==> config.mk <==
export PLATFORM = sky130hd
export DESIGN_NAME = printer_text_filter_roman8_unit
export DESIGN_NICKNAME = d
export VERILOG_FILES = /design/src/hw/rtl/ptfr8_pkg.sv /design/src/hw/rtl/ptfr8_dpath.sv /design/src/hw/rtl/ptfr8_ctrl.sv /design/src/hw/rtl/printer_text_filter_roman8_unit.sv
export VERILOG_INCLUDE_DIRS = /design/src /design/src/hw/rtl
export SDC_FILE = /design/constraint.sdc
export NUM_CORES = 1
export LEC_CHECK = 0
export ABC_AREA = 1
export BUFFER_PORTS_ARGS = -buffer_cell sky130_fd_sc_hd__clkbuf_2
export CAP_MARGIN = 25
export CORE_MARGIN = 2
export CORE_UTILIZATION = 40
export CTS_CLUSTER_DIAMETER = 80
export CTS_CLUSTER_SIZE = 16
export DETAILED_ROUTE_END_ITERATION = 8
export GPL_TIMING_DRIVEN = 0
export SYNTH_ARGS = -nofsm -noshare
export SYNTH_HDL_FRONTEND = slang
export SYNTH_SLANG_ARGS = --single-unit
==> constraint.sdc <==
create_clock -name i_clk -period 6.75 [get_ports i_clk]
set_input_delay 1.35 -clock i_clk [delete_from_list [all_inputs] [get_ports i_clk]]
set_output_delay 1.35 -clock i_clk [all_outputs]
set_load 0.01 [all_outputs]
==> src/hw/rtl/printer_text_filter_roman8_unit_defines.svh <==
// Assertion macros shared by the filter's RTL files.
`ifndef PRINTER_TEXT_FILTER_ROMAN8_UNIT_DEFINES_SVH
`define PRINTER_TEXT_FILTER_ROMAN8_UNIT_DEFINES_SVH

// The consequent must hold in the same cycle as the antecedent.
`define PTFR8_ASSERT_NOW(label, clk, rst_n, ante, cons) \
    label: assert property (@(posedge clk) disable iff (!rst_n) (ante) |-> (cons)) \
        else $error("ptfr8 assertion failed");

// The consequent must hold in the cycle after the antecedent.
`define PTFR8_ASSERT_NEXT(label, clk, rst_n, ante, cons) \
    label: assert property (@(posedge clk) disable iff (!rst_n) (ante) |=> (cons)) \
        else $error("ptfr8 assertion failed");

`endif

==> src/hw/rtl/ptfr8_pkg.sv <==
`default_nettype none

package ptfr8_pkg;

    typedef struct packed {
        logic [7:0] in_byte;
        logic       start_of_file;
    } t_in_item;

    typedef struct packed {
        logic [7:0] out_byte;
        logic       last;
    } t_out_item;

    typedef struct packed {
        logic load;
        logic advance;
    } t_dp_cmd;

    typedef struct packed {
        logic last;
    } t_dp_status;

    // Escape sequence modes.
    localparam logic [1:0] ESC_NONE  = 2'd0;
    localparam logic [1:0] ESC_FIRST = 2'd1;
    localparam logic [1:0] ESC_BODY  = 2'd2;

    localparam logic [7:0] CH_BS    = 8'h08;
    localparam logic [7:0] CH_TAB   = 8'h09;
    localparam logic [7:0] CH_LF    = 8'h0A;
    localparam logic [7:0] CH_CR    = 8'h0D;
    localparam logic [7:0] CH_ESC   = 8'h1B;
    localparam logic [7:0] CH_SPACE = 8'h20;
    localparam logic [7:0] CH_DEL   = 8'h7F;
    localparam logic [7:0] CH_EQ    = 8'h3D;
    localparam logic [7:0] CH_AT    = 8'h40;
    localparam logic [7:0] CH_UPZ   = 8'h5A;
    localparam logic [7:0] CH_LOWZ  = 8'h7A;
    localparam logic [7:0] HIGH_BASE = 8'hA0;

    localparam int unsigned COL_W = 16;
    localparam int unsigned TAB_W = 3;

    localparam logic [7:0] ROMAN8_MAP [96] = '{
        8'ha0, 8'hb8, 8'hbf, 8'hbb, 8'hba, 8'hbc, 8'h20, 8'hbd,
        8'hab, 8'h20, 8'hf9, 8'hfb, 8'h20, 8'hf6, 8'h20, 8'hb0,
        8'hb3, 8'hfe, 8'h20, 8'h20, 8'ha8, 8'h20, 8'h20, 8'hfc,
        8'h20, 8'h20, 8'hfa, 8'hfd, 8'hf7, 8'hf8, 8'h20, 8'hb9,
        8'ha1, 8'he0, 8'ha2, 8'he1, 8'hd8, 8'hd0, 8'hd3, 8'hb4,
        8'ha3, 8'hdc, 8'ha4, 8'ha5, 8'he6, 8'he5, 8'ha6, 8'ha7,
        8'he3, 8'hb6, 8'he8, 8'he7, 8'hdf, 8'he9, 8'hda, 8'h20,
        8'hd2, 8'had, 8'hed, 8'hae, 8'hdb, 8'h20, 8'hf1, 8'hde,
        8'hc8, 8'hc4, 8'hc0, 8'he2, 8'hcc, 8'hd4, 8'hd7, 8'hb5,
        8'hc9, 8'hc5, 8'hc1, 8'hcd, 8'hd9, 8'hd5, 8'hd1, 8'hdd,
        8'he4, 8'hb7, 8'hca, 8'hc6, 8'hc2, 8'hea, 8'hce, 8'h20,
        8'hd6, 8'hcb, 8'hc7, 8'hc3, 8'hcf, 8'h20, 8'hf0, 8'hef
    };

endpackage

`default_nettype wire

==> src/hw/rtl/ptfr8_dpath.sv <==
`default_nettype none
`include "printer_text_filter_roman8_unit_defines.svh"

module ptfr8_dpath (
    input  wire logic                 i_clk,
    input  wire logic                 i_rst_n,
    input  wire ptfr8_pkg::t_dp_cmd   i_cmd,
    input  wire ptfr8_pkg::t_in_item  i_in_data,
    input  wire logic                 i_cfg_we,
    input  wire logic                 i_cfg_wdata,
    output ptfr8_pkg::t_out_item      o_out_data,
    output ptfr8_pkg::t_dp_status     o_status
);

    logic [ptfr8_pkg::COL_W-1:0] r_col, n_col;
    logic [1:0]                  r_esc, n_esc;
    logic                        r_bypass;
    logic [7:0]                  r_out_byte, n_out_byte;
    logic [7:0]                  r_next_byte, n_next_byte;
    logic [ptfr8_pkg::TAB_W-1:0] r_remaining, n_remaining;
    logic                        r_last, n_last;

    logic [7:0]                  b;
    logic [1:0]                  mode;
    logic                        ends_seq;
    logic [7:0]                  mapped;
    logic [6:0]                  map_idx;
    logic [ptfr8_pkg::TAB_W:0]   tab_sp;
    logic [ptfr8_pkg::TAB_W:0]   count;
    logic [ptfr8_pkg::TAB_W:0]   inc;
    logic [ptfr8_pkg::COL_W:0]   col_sum;
    logic [ptfr8_pkg::COL_W-1:0] col_sat;
    logic [6:0]                  low7;

    always_comb begin
        b        = i_in_data.in_byte;
        mode     = i_in_data.start_of_file ? ptfr8_pkg::ESC_NONE : r_esc;
        ends_seq = (b >= ptfr8_pkg::CH_AT) && (b <= ptfr8_pkg::CH_UPZ);
        map_idx  = 7'(b - ptfr8_pkg::HIGH_BASE);
        mapped   = (b >= ptfr8_pkg::HIGH_BASE && !r_bypass) ?
                   ptfr8_pkg::ROMAN8_MAP[map_idx] : b;
        low7     = mapped[6:0];
        tab_sp   = (ptfr8_pkg::TAB_W+1)'(8) - {1'b0, r_col[ptfr8_pkg::TAB_W-1:0]};
        inc      = '0;

        n_esc       = mode;
        n_out_byte  = b;
        n_next_byte = ptfr8_pkg::CH_SPACE;
        count       = (ptfr8_pkg::TAB_W+1)'(1);
        n_col       = r_col;

        if (mode == ptfr8_pkg::ESC_FIRST) begin
            n_esc = (b == ptfr8_pkg::CH_LOWZ || b == ptfr8_pkg::CH_EQ || ends_seq) ?
                    ptfr8_pkg::ESC_NONE : ptfr8_pkg::ESC_BODY;
        end else if (mode != ptfr8_pkg::ESC_NONE) begin
            if (ends_seq) begin
                n_esc = ptfr8_pkg::ESC_NONE;
            end
        end else begin
            case (b)
                ptfr8_pkg::CH_BS: begin
                    if (r_col != '0) begin
                        n_col = r_col - 1'b1;
                    end
                end
                ptfr8_pkg::CH_TAB: begin
                    n_out_byte = ptfr8_pkg::CH_SPACE;
                    count      = tab_sp;
                    inc        = tab_sp;
                end
                ptfr8_pkg::CH_LF: begin
                    n_next_byte = ptfr8_pkg::CH_CR;
                    count       = (ptfr8_pkg::TAB_W+1)'(2);
                    n_col       = '0;
                end
                ptfr8_pkg::CH_CR: begin
                    n_col = '0;
                end
                ptfr8_pkg::CH_ESC: begin
                    n_esc = ptfr8_pkg::ESC_FIRST;
                end
                default: begin
                    n_out_byte = mapped;
                    if (low7 >= ptfr8_pkg::CH_SPACE[6:0] && low7 < ptfr8_pkg::CH_DEL[6:0]) begin
                        inc = (ptfr8_pkg::TAB_W+1)'(1);
                    end
                end
            endcase
        end

        // Column advances saturate at the counter's top value.
        col_sum = {1'b0, r_col} + (ptfr8_pkg::COL_W+1)'(inc);
        col_sat = col_sum[ptfr8_pkg::COL_W] ? '1 : col_sum[ptfr8_pkg::COL_W-1:0];
        if (inc != '0) begin
            n_col = col_sat;
        end

        n_remaining = ptfr8_pkg::TAB_W'(count - 1'b1);
        n_last      = (count == (ptfr8_pkg::TAB_W+1)'(1));
    end

    always_ff @(posedge i_clk) begin
        if (!i_rst_n) begin
            r_col       <= '0;
            r_esc       <= ptfr8_pkg::ESC_NONE;
            r_bypass    <= 1'b0;
            r_remaining <= '0;
            r_last      <= 1'b1;
        end else begin
            if (i_cfg_we) begin
                r_bypass <= i_cfg_wdata;
            end
            if (i_cmd.load) begin
                r_col       <= n_col;
                r_esc       <= n_esc;
                r_remaining <= n_remaining;
                r_last      <= n_last;
            end else if (i_cmd.advance) begin
                r_remaining <= r_remaining - 1'b1;
                r_last      <= (r_remaining == ptfr8_pkg::TAB_W'(1));
            end
        end
    end

    always_ff @(posedge i_clk) begin
        if (i_cmd.load) begin
            r_out_byte  <= n_out_byte;
            r_next_byte <= n_next_byte;
        end else if (i_cmd.advance) begin
            r_out_byte <= r_next_byte;
        end
    end

    assign o_out_data.out_byte = r_out_byte;
    assign o_out_data.last     = r_last;
    assign o_status.last       = r_last;

    `PTFR8_ASSERT_NOW(a_last_matches_count, i_clk, i_rst_n, 1'b1, r_last == (r_remaining == '0))
    `PTFR8_ASSERT_NOW(a_no_pop_past_last, i_clk, i_rst_n, i_cmd.advance, !r_last && !i_cmd.load)

endmodule

`default_nettype wire

==> src/hw/rtl/ptfr8_ctrl.sv <==
`default_nettype none
`include "printer_text_filter_roman8_unit_defines.svh"

module ptfr8_ctrl (
    input  wire logic                   i_clk,
    input  wire logic                   i_rst_n,
    input  wire logic                   i_in_valid,
    input  wire logic                   i_out_stall,
    input  wire ptfr8_pkg::t_dp_status  i_status,
    output logic                        o_in_stall,
    output logic                        o_out_valid,
    output ptfr8_pkg::t_dp_cmd          o_cmd
);

    typedef enum logic {
        S_IDLE,
        S_EMIT
    } t_state;

    t_state r_state, n_state;
    logic   load;
    logic   taken;

    always_comb begin
        taken       = (r_state == S_EMIT) && !i_out_stall;
        // A new request may enter in the cycle the final byte of the previous one leaves.
        o_in_stall  = (r_state == S_EMIT) && !(taken && i_status.last);
        load        = i_in_valid && !o_in_stall;
        o_out_valid = (r_state == S_EMIT);
        o_cmd.load    = load;
        o_cmd.advance = taken && !i_status.last;

        case (r_state)
            S_IDLE: n_state = load ? S_EMIT : S_IDLE;
            S_EMIT: n_state = (taken && i_status.last && !load) ? S_IDLE : S_EMIT;
            default: n_state = S_IDLE;
        endcase
    end

    always_ff @(posedge i_clk) begin
        if (!i_rst_n) begin
            r_state <= S_IDLE;
        end else begin
            r_state <= n_state;
        end
    end

    `PTFR8_ASSERT_NEXT(a_load_shows_output, i_clk, i_rst_n, load, r_state == S_EMIT)
    `PTFR8_ASSERT_NEXT(a_hold_unfinished, i_clk, i_rst_n, (r_state == S_EMIT) && !i_status.last, r_state == S_EMIT)

endmodule

`default_nettype wire

==> src/hw/rtl/printer_text_filter_roman8_unit.sv <==
`default_nettype none

// Printer text filter: takes one Latin-1 byte per request and sends one to eight
// bytes to the printer, expanding tabs, turning newline into LF CR, tracking the
// column and passing escape sequences through unmapped; other high bytes go to
// Roman-8 unless bypass is set. A request making n bytes holds the single output
// register until its last byte leaves (one byte for most inputs, two for newline, up
// to eight for a tab); the next request is taken in the same cycle as the final byte
// of the previous one leaves, so unstalled ordinary text flows at one byte per cycle.

module printer_text_filter_roman8_unit (
    input  wire logic                  i_clk,
    input  wire logic                  i_rst_n,
    input  wire logic                  i_in_valid,
    output logic                       o_in_stall,
    input  wire ptfr8_pkg::t_in_item   i_in_data,
    output logic                       o_out_valid,
    input  wire logic                  i_out_stall,
    output ptfr8_pkg::t_out_item       o_out_data,
    input  wire logic                  i_cfg_we,
    input  wire logic                  i_cfg_wdata
);

    ptfr8_pkg::t_dp_cmd    cmd;
    ptfr8_pkg::t_dp_status status;

    ptfr8_ctrl u_ctrl (
        .i_clk       (i_clk),
        .i_rst_n     (i_rst_n),
        .i_in_valid  (i_in_valid),
        .i_out_stall (i_out_stall),
        .i_status    (status),
        .o_in_stall  (o_in_stall),
        .o_out_valid (o_out_valid),
        .o_cmd       (cmd)
    );

    ptfr8_dpath u_dpath (
        .i_clk       (i_clk),
        .i_rst_n     (i_rst_n),
        .i_cmd       (cmd),
        .i_in_data   (i_in_data),
        .i_cfg_we    (i_cfg_we),
        .i_cfg_wdata (i_cfg_wdata),
        .o_out_data  (o_out_data),
        .o_status    (status)
    );

endmodule

`default_nettype wire

Word level (Yosys, flattened, before mapping). Memories as Yosys holds them, arrays and structs flattened. Index checks and enable logic that the tools add are counted.

Flip-flop bits (word level): 40. Latch bits: 0. RAM bits: 0. ROM bits: 1024. Word-level logic and storage cells: 97. Memories: 1.

Add/sub/neg operators: 6. $mul: 0. Div/mod/pow operators: 0. Magnitude comparators: 6. Equality and inequality tests: 13. Shifts and indexed selects: 0. Mux-type cells: 35. Bitwise gates (word level): 2. Reductions and logical operators: 26.

Memory list: (name not given) (depth 128, width 8, rd ports 1, clocked after Yosys merged registers in 0, write ports 0, RTL line ptfr8_dpath.sv:41) `ptfr8_pkg::ROMAN8_MAP[map_idx] : b;`.

Operator list (number): two-way mux 16 bit (5); two-way mux 8 bit (7); equality test 8 x 4 -> 1 bit, second input constant (4); case mux 16 bit (2 select lines) (1); adder 16 x 4 -> 17 bit (1); greater-or-equal comparator 8 bit, second input constant (2); two-way mux 4 bit (4); case mux 4 bit (2 select lines) (2); case mux 8 bit (2 select lines) (1); nonzero test 16 bit (1); subtractor 16 x 1 -> 16 bit, second input constant (1); two-way mux 2 bit (6); logical AND 1 bit (9); equality test 8 x 5 -> 1 bit, second input constant (1); equality test 8 x 6 -> 1 bit, second input constant (1); equality test 8 x 7 -> 1 bit, second input constant (1); greater-or-equal comparator 8 x 7 -> 1 bit, second input constant (1); less-or-equal comparator 8 x 7 -> 1 bit, second input constant (1); NOT 7 -> 8 bit (1); greater-or-equal comparator 7 x 6 -> 1 bit, second input constant (1); less-than comparator 7 bit, second input constant (1); subtractor 7 x 6 -> 7 bit, second input constant (1); logical NOT 1 bit (6); two-way mux 3 bit (2); other kinds (18) (27).

Depth between registers and ports, before layout.
Depth in word-level cells: 15. Mapped depth: 36.

By module. A second synthesis with hierarchy kept.

Cells, all modules: 736. Area, all modules: 4144.0 sq um.

By module, submodules not included: ptfr8_dpath (instances 1, cells an instance 724, area an instance 4075.2 sq um, sequential area each 760.7 sq um); ptfr8_ctrl (instances 1, cells an instance 12, area an instance 68.8 sq um, sequential area each 20.0 sq um).

Worst setup path before layout. Ideal clock, no wire load.

Path type: input to register. From: input i_in_data[6] (netlist bit). To: register u_dpath.r_col[14] (netlist bit). Arrival: 5.028 ns. Setup slack: 1.610 ns. Cell stages on the path: 35. Buffers on the path: 2. Cell sequence: buf_4 inv_1 ha_1 clkinv_1 a21oi_1 nand3_1 nand2_1 inv_1 nand2_1 nand2_1 nand2_1 nor2_1 nand2_1 nand2_1 nand2_2 nand2_4 buf_4 inv_1 ha_1 inv_1 fa_1 o21ai_0 nand2_1 nand2_1 nand2_1 nor3_1 nand2_1 nor3_2 nand2_1 nand2_1 nand3_1 nand2_1 nand2_1 nor2_1 nor2_1.

Word-level cells in the longest chain between the ends: 15.

RTL lines: start: declaration (RTL line printer_text_filter_roman8_unit.sv:16) `input wire ptfr8_pkg::t_in_item i_in_data,`; subtractor 7 x 6 -> 7 bit (RTL line ptfr8_dpath.sv:39) `map_idx = 7'(b - ptfr8_pkg::HIGH_BASE);`; NOT 7 -> 8 bit (not written as such) (RTL line ptfr8_dpath.sv:41); memory read (128 x 8 bit); two-way mux 8 bit (not written as such) (2 in series) (RTL line ptfr8_dpath.sv:41); two-way mux 8 bit (RTL line ptfr8_dpath.sv:40) `mapped = (b >= ptfr8_pkg::HIGH_BASE && !r_bypass) ?`; greater-or-equal comparator 7 x 6 -> 1 bit or less-than comparator 7 bit (tied branches) (RTL line ptfr8_dpath.sv:84) `if (low7 >= ptfr8_pkg::CH_SPACE[6:0] && low7 < ptfr8_pkg::CH_DEL[6:0]) begin`; logical AND 1 bit (RTL line ptfr8_dpath.sv:84); two-way mux 1 bit (RTL line ptfr8_dpath.sv:84); case mux 4 bit (2 select lines) (RTL line ptfr8_dpath.sv:60) `case (b)`; two-way mux 4 bit (RTL line ptfr8_dpath.sv:55) `end else if (mode != ptfr8_pkg::ESC_NONE) begin`; two-way mux 4 bit (RTL line ptfr8_dpath.sv:52) `if (mode == ptfr8_pkg::ESC_FIRST) begin`; adder 16 x 4 -> 17 bit or nonzero test 4 bit (tied branches) (RTL line ptfr8_dpath.sv:92, ptfr8_dpath.sv:94); two-way mux 16 bit (tied with other cells) (RTL line ptfr8_dpath.sv:93) `col_sat = col_sum[ptfr8_pkg::COL_W] ? '1 : col_sum[ptfr8_pkg::COL_W-1:0];`; two-way mux 16 bit or AND reduction 5 bit (tied branches); end signal: assignment (RTL line ptfr8_dpath.sv:114) `r_col <= n_col;`; end: declaration (RTL line ptfr8_dpath.sv:15) `logic [ptfr8_pkg::COL_W-1:0] r_col, n_col;`.

Parallel ways exist; a longest one is shown, timed or not. The select of a mux whose other input is x is not followed. A chain may end at the register's enable or synchronous reset.

Worst setup path in the final report.
From: input i_in_data[2] (netlist bit). To: register u_dpath.r_col[15] (netlist bit).

Same word-level chain as after synthesis.

==> results.toml <==
[drt]
dr.pass1.iters = 5
drtIter0Drc = 487
drc = 0
via_count = 4867
drt-total-wl_mm = 13.9
wl_per_cell_um = 15.3
via_per_inst = 5.37
antenna_left = 0

[setup_path]
path_class = "input port to flip-flop"
endpoint_kind = "flip-flop"
slowest_stage = "ha_2"
worst-path-max-fanout = 12
cp_data_arrival_time_ns = 6.52
path_common_cell = "nand2_1"
slowest_delay_ns = 0.44
cp.required_ns = 6.99
crit_path_start_kind = "input port"

[clock_network]
h-tree-depth = 2
numCtsBuffers = 5
clock_path_buffers = 2
clock-sinks = 34
root_buffer = "clkbuf_8"
ctsHoldBuffers = 0
clk_pin_slew_ns = 0.08
cts_setup_buffers = 0
cts_tree = "built"
clk_latency_ns = 0.30

[final_layout]
drive_gt1_frac = 0.101
diodes = 0
final_cell_mix = "nand2_1 (269), nor2_1 (86), nand3_1 (81)"
area_growth_pct = 9.06
final_common_cell = "nand2_1"
fin_nets = 806

[power_and_ir_drop]
p_leak_nw = 2.36
irDropWorstVdd_mv = 0.0593
powerDensity_mw_per_mm2 = 161

[die]
die_w_um = 106
core_mm2 = 0.0102
dieArea_mm2 = 0.0112
die_h_um = 106
row_count = 37
initial_core_util = 0.408
pin_count = 26

[placed_design]
dp_hpwl_mm = 10.5
io_buffer_count = 22
place_ws_ns = 0.167
globalplace.congestion = 0.976

[yosys]
syn_inst = 740
ys_async_sr_fraction = 0
synth.ff_latch_count = 34
synth-seq-area-share = 0.188
dominantRegCellSynth = "dfxtp_1"
yosysWarnings = 0
avgSynthCellArea_um2 = 5.62
synth_edf_count = 10
synth_area_mm2 = 0.00416
synth_fp_nets = 777
ys_types = 44

[sta]
rsz0062_at_grt = "no"
hold_viol = 0
fin_crit_sh = 0.930
setup_viol_count_final = 0
worst_slack_ns = 0.469
slew-limit-headroom = 0.613
clock.fmax_mhz = 159
tightestPinTransition_ns = 0.579
setup-tns-final_ns = 0
clock_skew_ns = 0.0102
slew_viol_final = 0
fin_crit_ns = 6.28

[run]
drv_cap = 0

[grt]
overflow = 0
grt_pass1_vias = 4544
grt_pass1_wl_mm = 23.4
antenna_found_initial = 0
track_usage = 0.259
grt_max_degree = 13

[worst_hold_path]
hold_class = "flip-flop to flip-flop"

[outcome]
status = "complete, no violations"
## registers in the layout, indices dropped and copies added, names as in the netlist
name	cells
u_dpath.r_col	16
u_dpath.r_out_byte	8
u_dpath.r_remaining	3
u_dpath.r_esc	2
u_dpath.r_next_byte	2
u_ctrl.o_out_valid	1
u_dpath.o_status	1
u_dpath.r_bypass	1
## final cells by class
type                    count  area (um^2)
inverters                  89          338
flip-flops and latches     34          781
fillers                  1121         5650
multi-input cells         589         2850
plain buffers              28          198
well taps                 136          170
clock inverters             3         16.3
repair buffers             22          110
clock buffers               5         68.8
## worst max-delay path, delay by kind of cell
kind,cells,cell delay [ns]
adders and majority gates,3,1.02
and+or+nand+nor,24,2.66
buffers and inverters,5,1.00
AOI/OAI and AO/OA,2,0.51
## final timing paths
kind | startpoint | to | slack [ns] | cells past startpoint
worst max register to register | u_dpath.r_bypass$_SDFFE_PN0P_ | u_dpath.r_col[15]$_SDFFE_PN0P_ | 2.43 | 28
worst min-delay path | u_dpath.r_esc[1]$_SDFFE_PN0P_ | u_dpath.r_esc[1]$_SDFFE_PN0P_ | 0.48 | 2
worst max-delay path | i_in_data[2] | u_dpath.r_col[15]$_SDFFE_PN0P_ | 0.47 | 34
worst min register to register | u_dpath.r_esc[1]$_SDFFE_PN0P_ | u_dpath.r_esc[1]$_SDFFE_PN0P_ | 0.48 | 2
## power by group
group	internal, mW	total [mW]	switching (mW)
registers	0.230	0.248	0.0178
clock network	0.0707	0.156	0.0850
logic	0.113	0.326	0.213
total	0.413	0.729	0.316
## cell usage after synthesis, types with 3 or more instances
master    count  area (um^2)
nand4_1       3         18.8
buf_2         5         25.0
inv_2         7         26.3
nand3_1      81          405
buf_4         5         37.5
edfxtp_1     10          300
nor2_1       86          323
inv_1        80          300
o21ai_0      25          125
xnor2_1       3         26.3
clkbuf_1      8         30.0
nor3_1       14         70.1
buf_6         9          101
nor2_2        5         31.3
dfxtp_1      24          480
nand2_4       3         33.8
a21oi_1      41          205
a211oi_1      3         22.5
nand2_1     269         1010
xor2_1        6         52.6
ha_1         21          263
## kinds of logic (layout without fill, tap and decap cells)
logic type                 count (synthesis)  count (layout)  share of synthesized area
AOI/OAI and AO/OA                         84              84                      0.115
xor gates and xnor gates                   9               9                     0.0190
adders and majority gates                 22              22                     0.0680
buffers and inverters                    117             147                      0.128
DFF                                       34              34                      0.188
muxes                                      1               1                    0.00241
and+or+nand+nor                          473             473                      0.480
## what timing repair did
action                     in CTS  in global routing
gates resized for setup         0                  3
setup endpoints to repair       0                  5
hold endpoints to repair        0                  0
## metrics by stage
step	hold WS [ns]	utilization	power (mW)	instance area (um^2)	std cells
floorplan	0.445	-	0.489	4160	740
global placement	0.458	0.436	0.566	4440	898
detailed placement	0.468	0.436	0.569	4440	898
CTS	0.479	0.444	0.727	4520	906
global route	0.493	0.445	0.789	4530	906
finish	0.477	0.445	0.729	4530	906
## metal layers
layer,GRT usage,share of wire,vias to the layer above
li1,-,-,2426
met5,0,0,-
met3,0.0362,0.074,22
met2,0.401,0.43,201
met4,0.0695,0.018,0
met1,0.376,0.47,2218
Power figures use the tool's default switching activity.
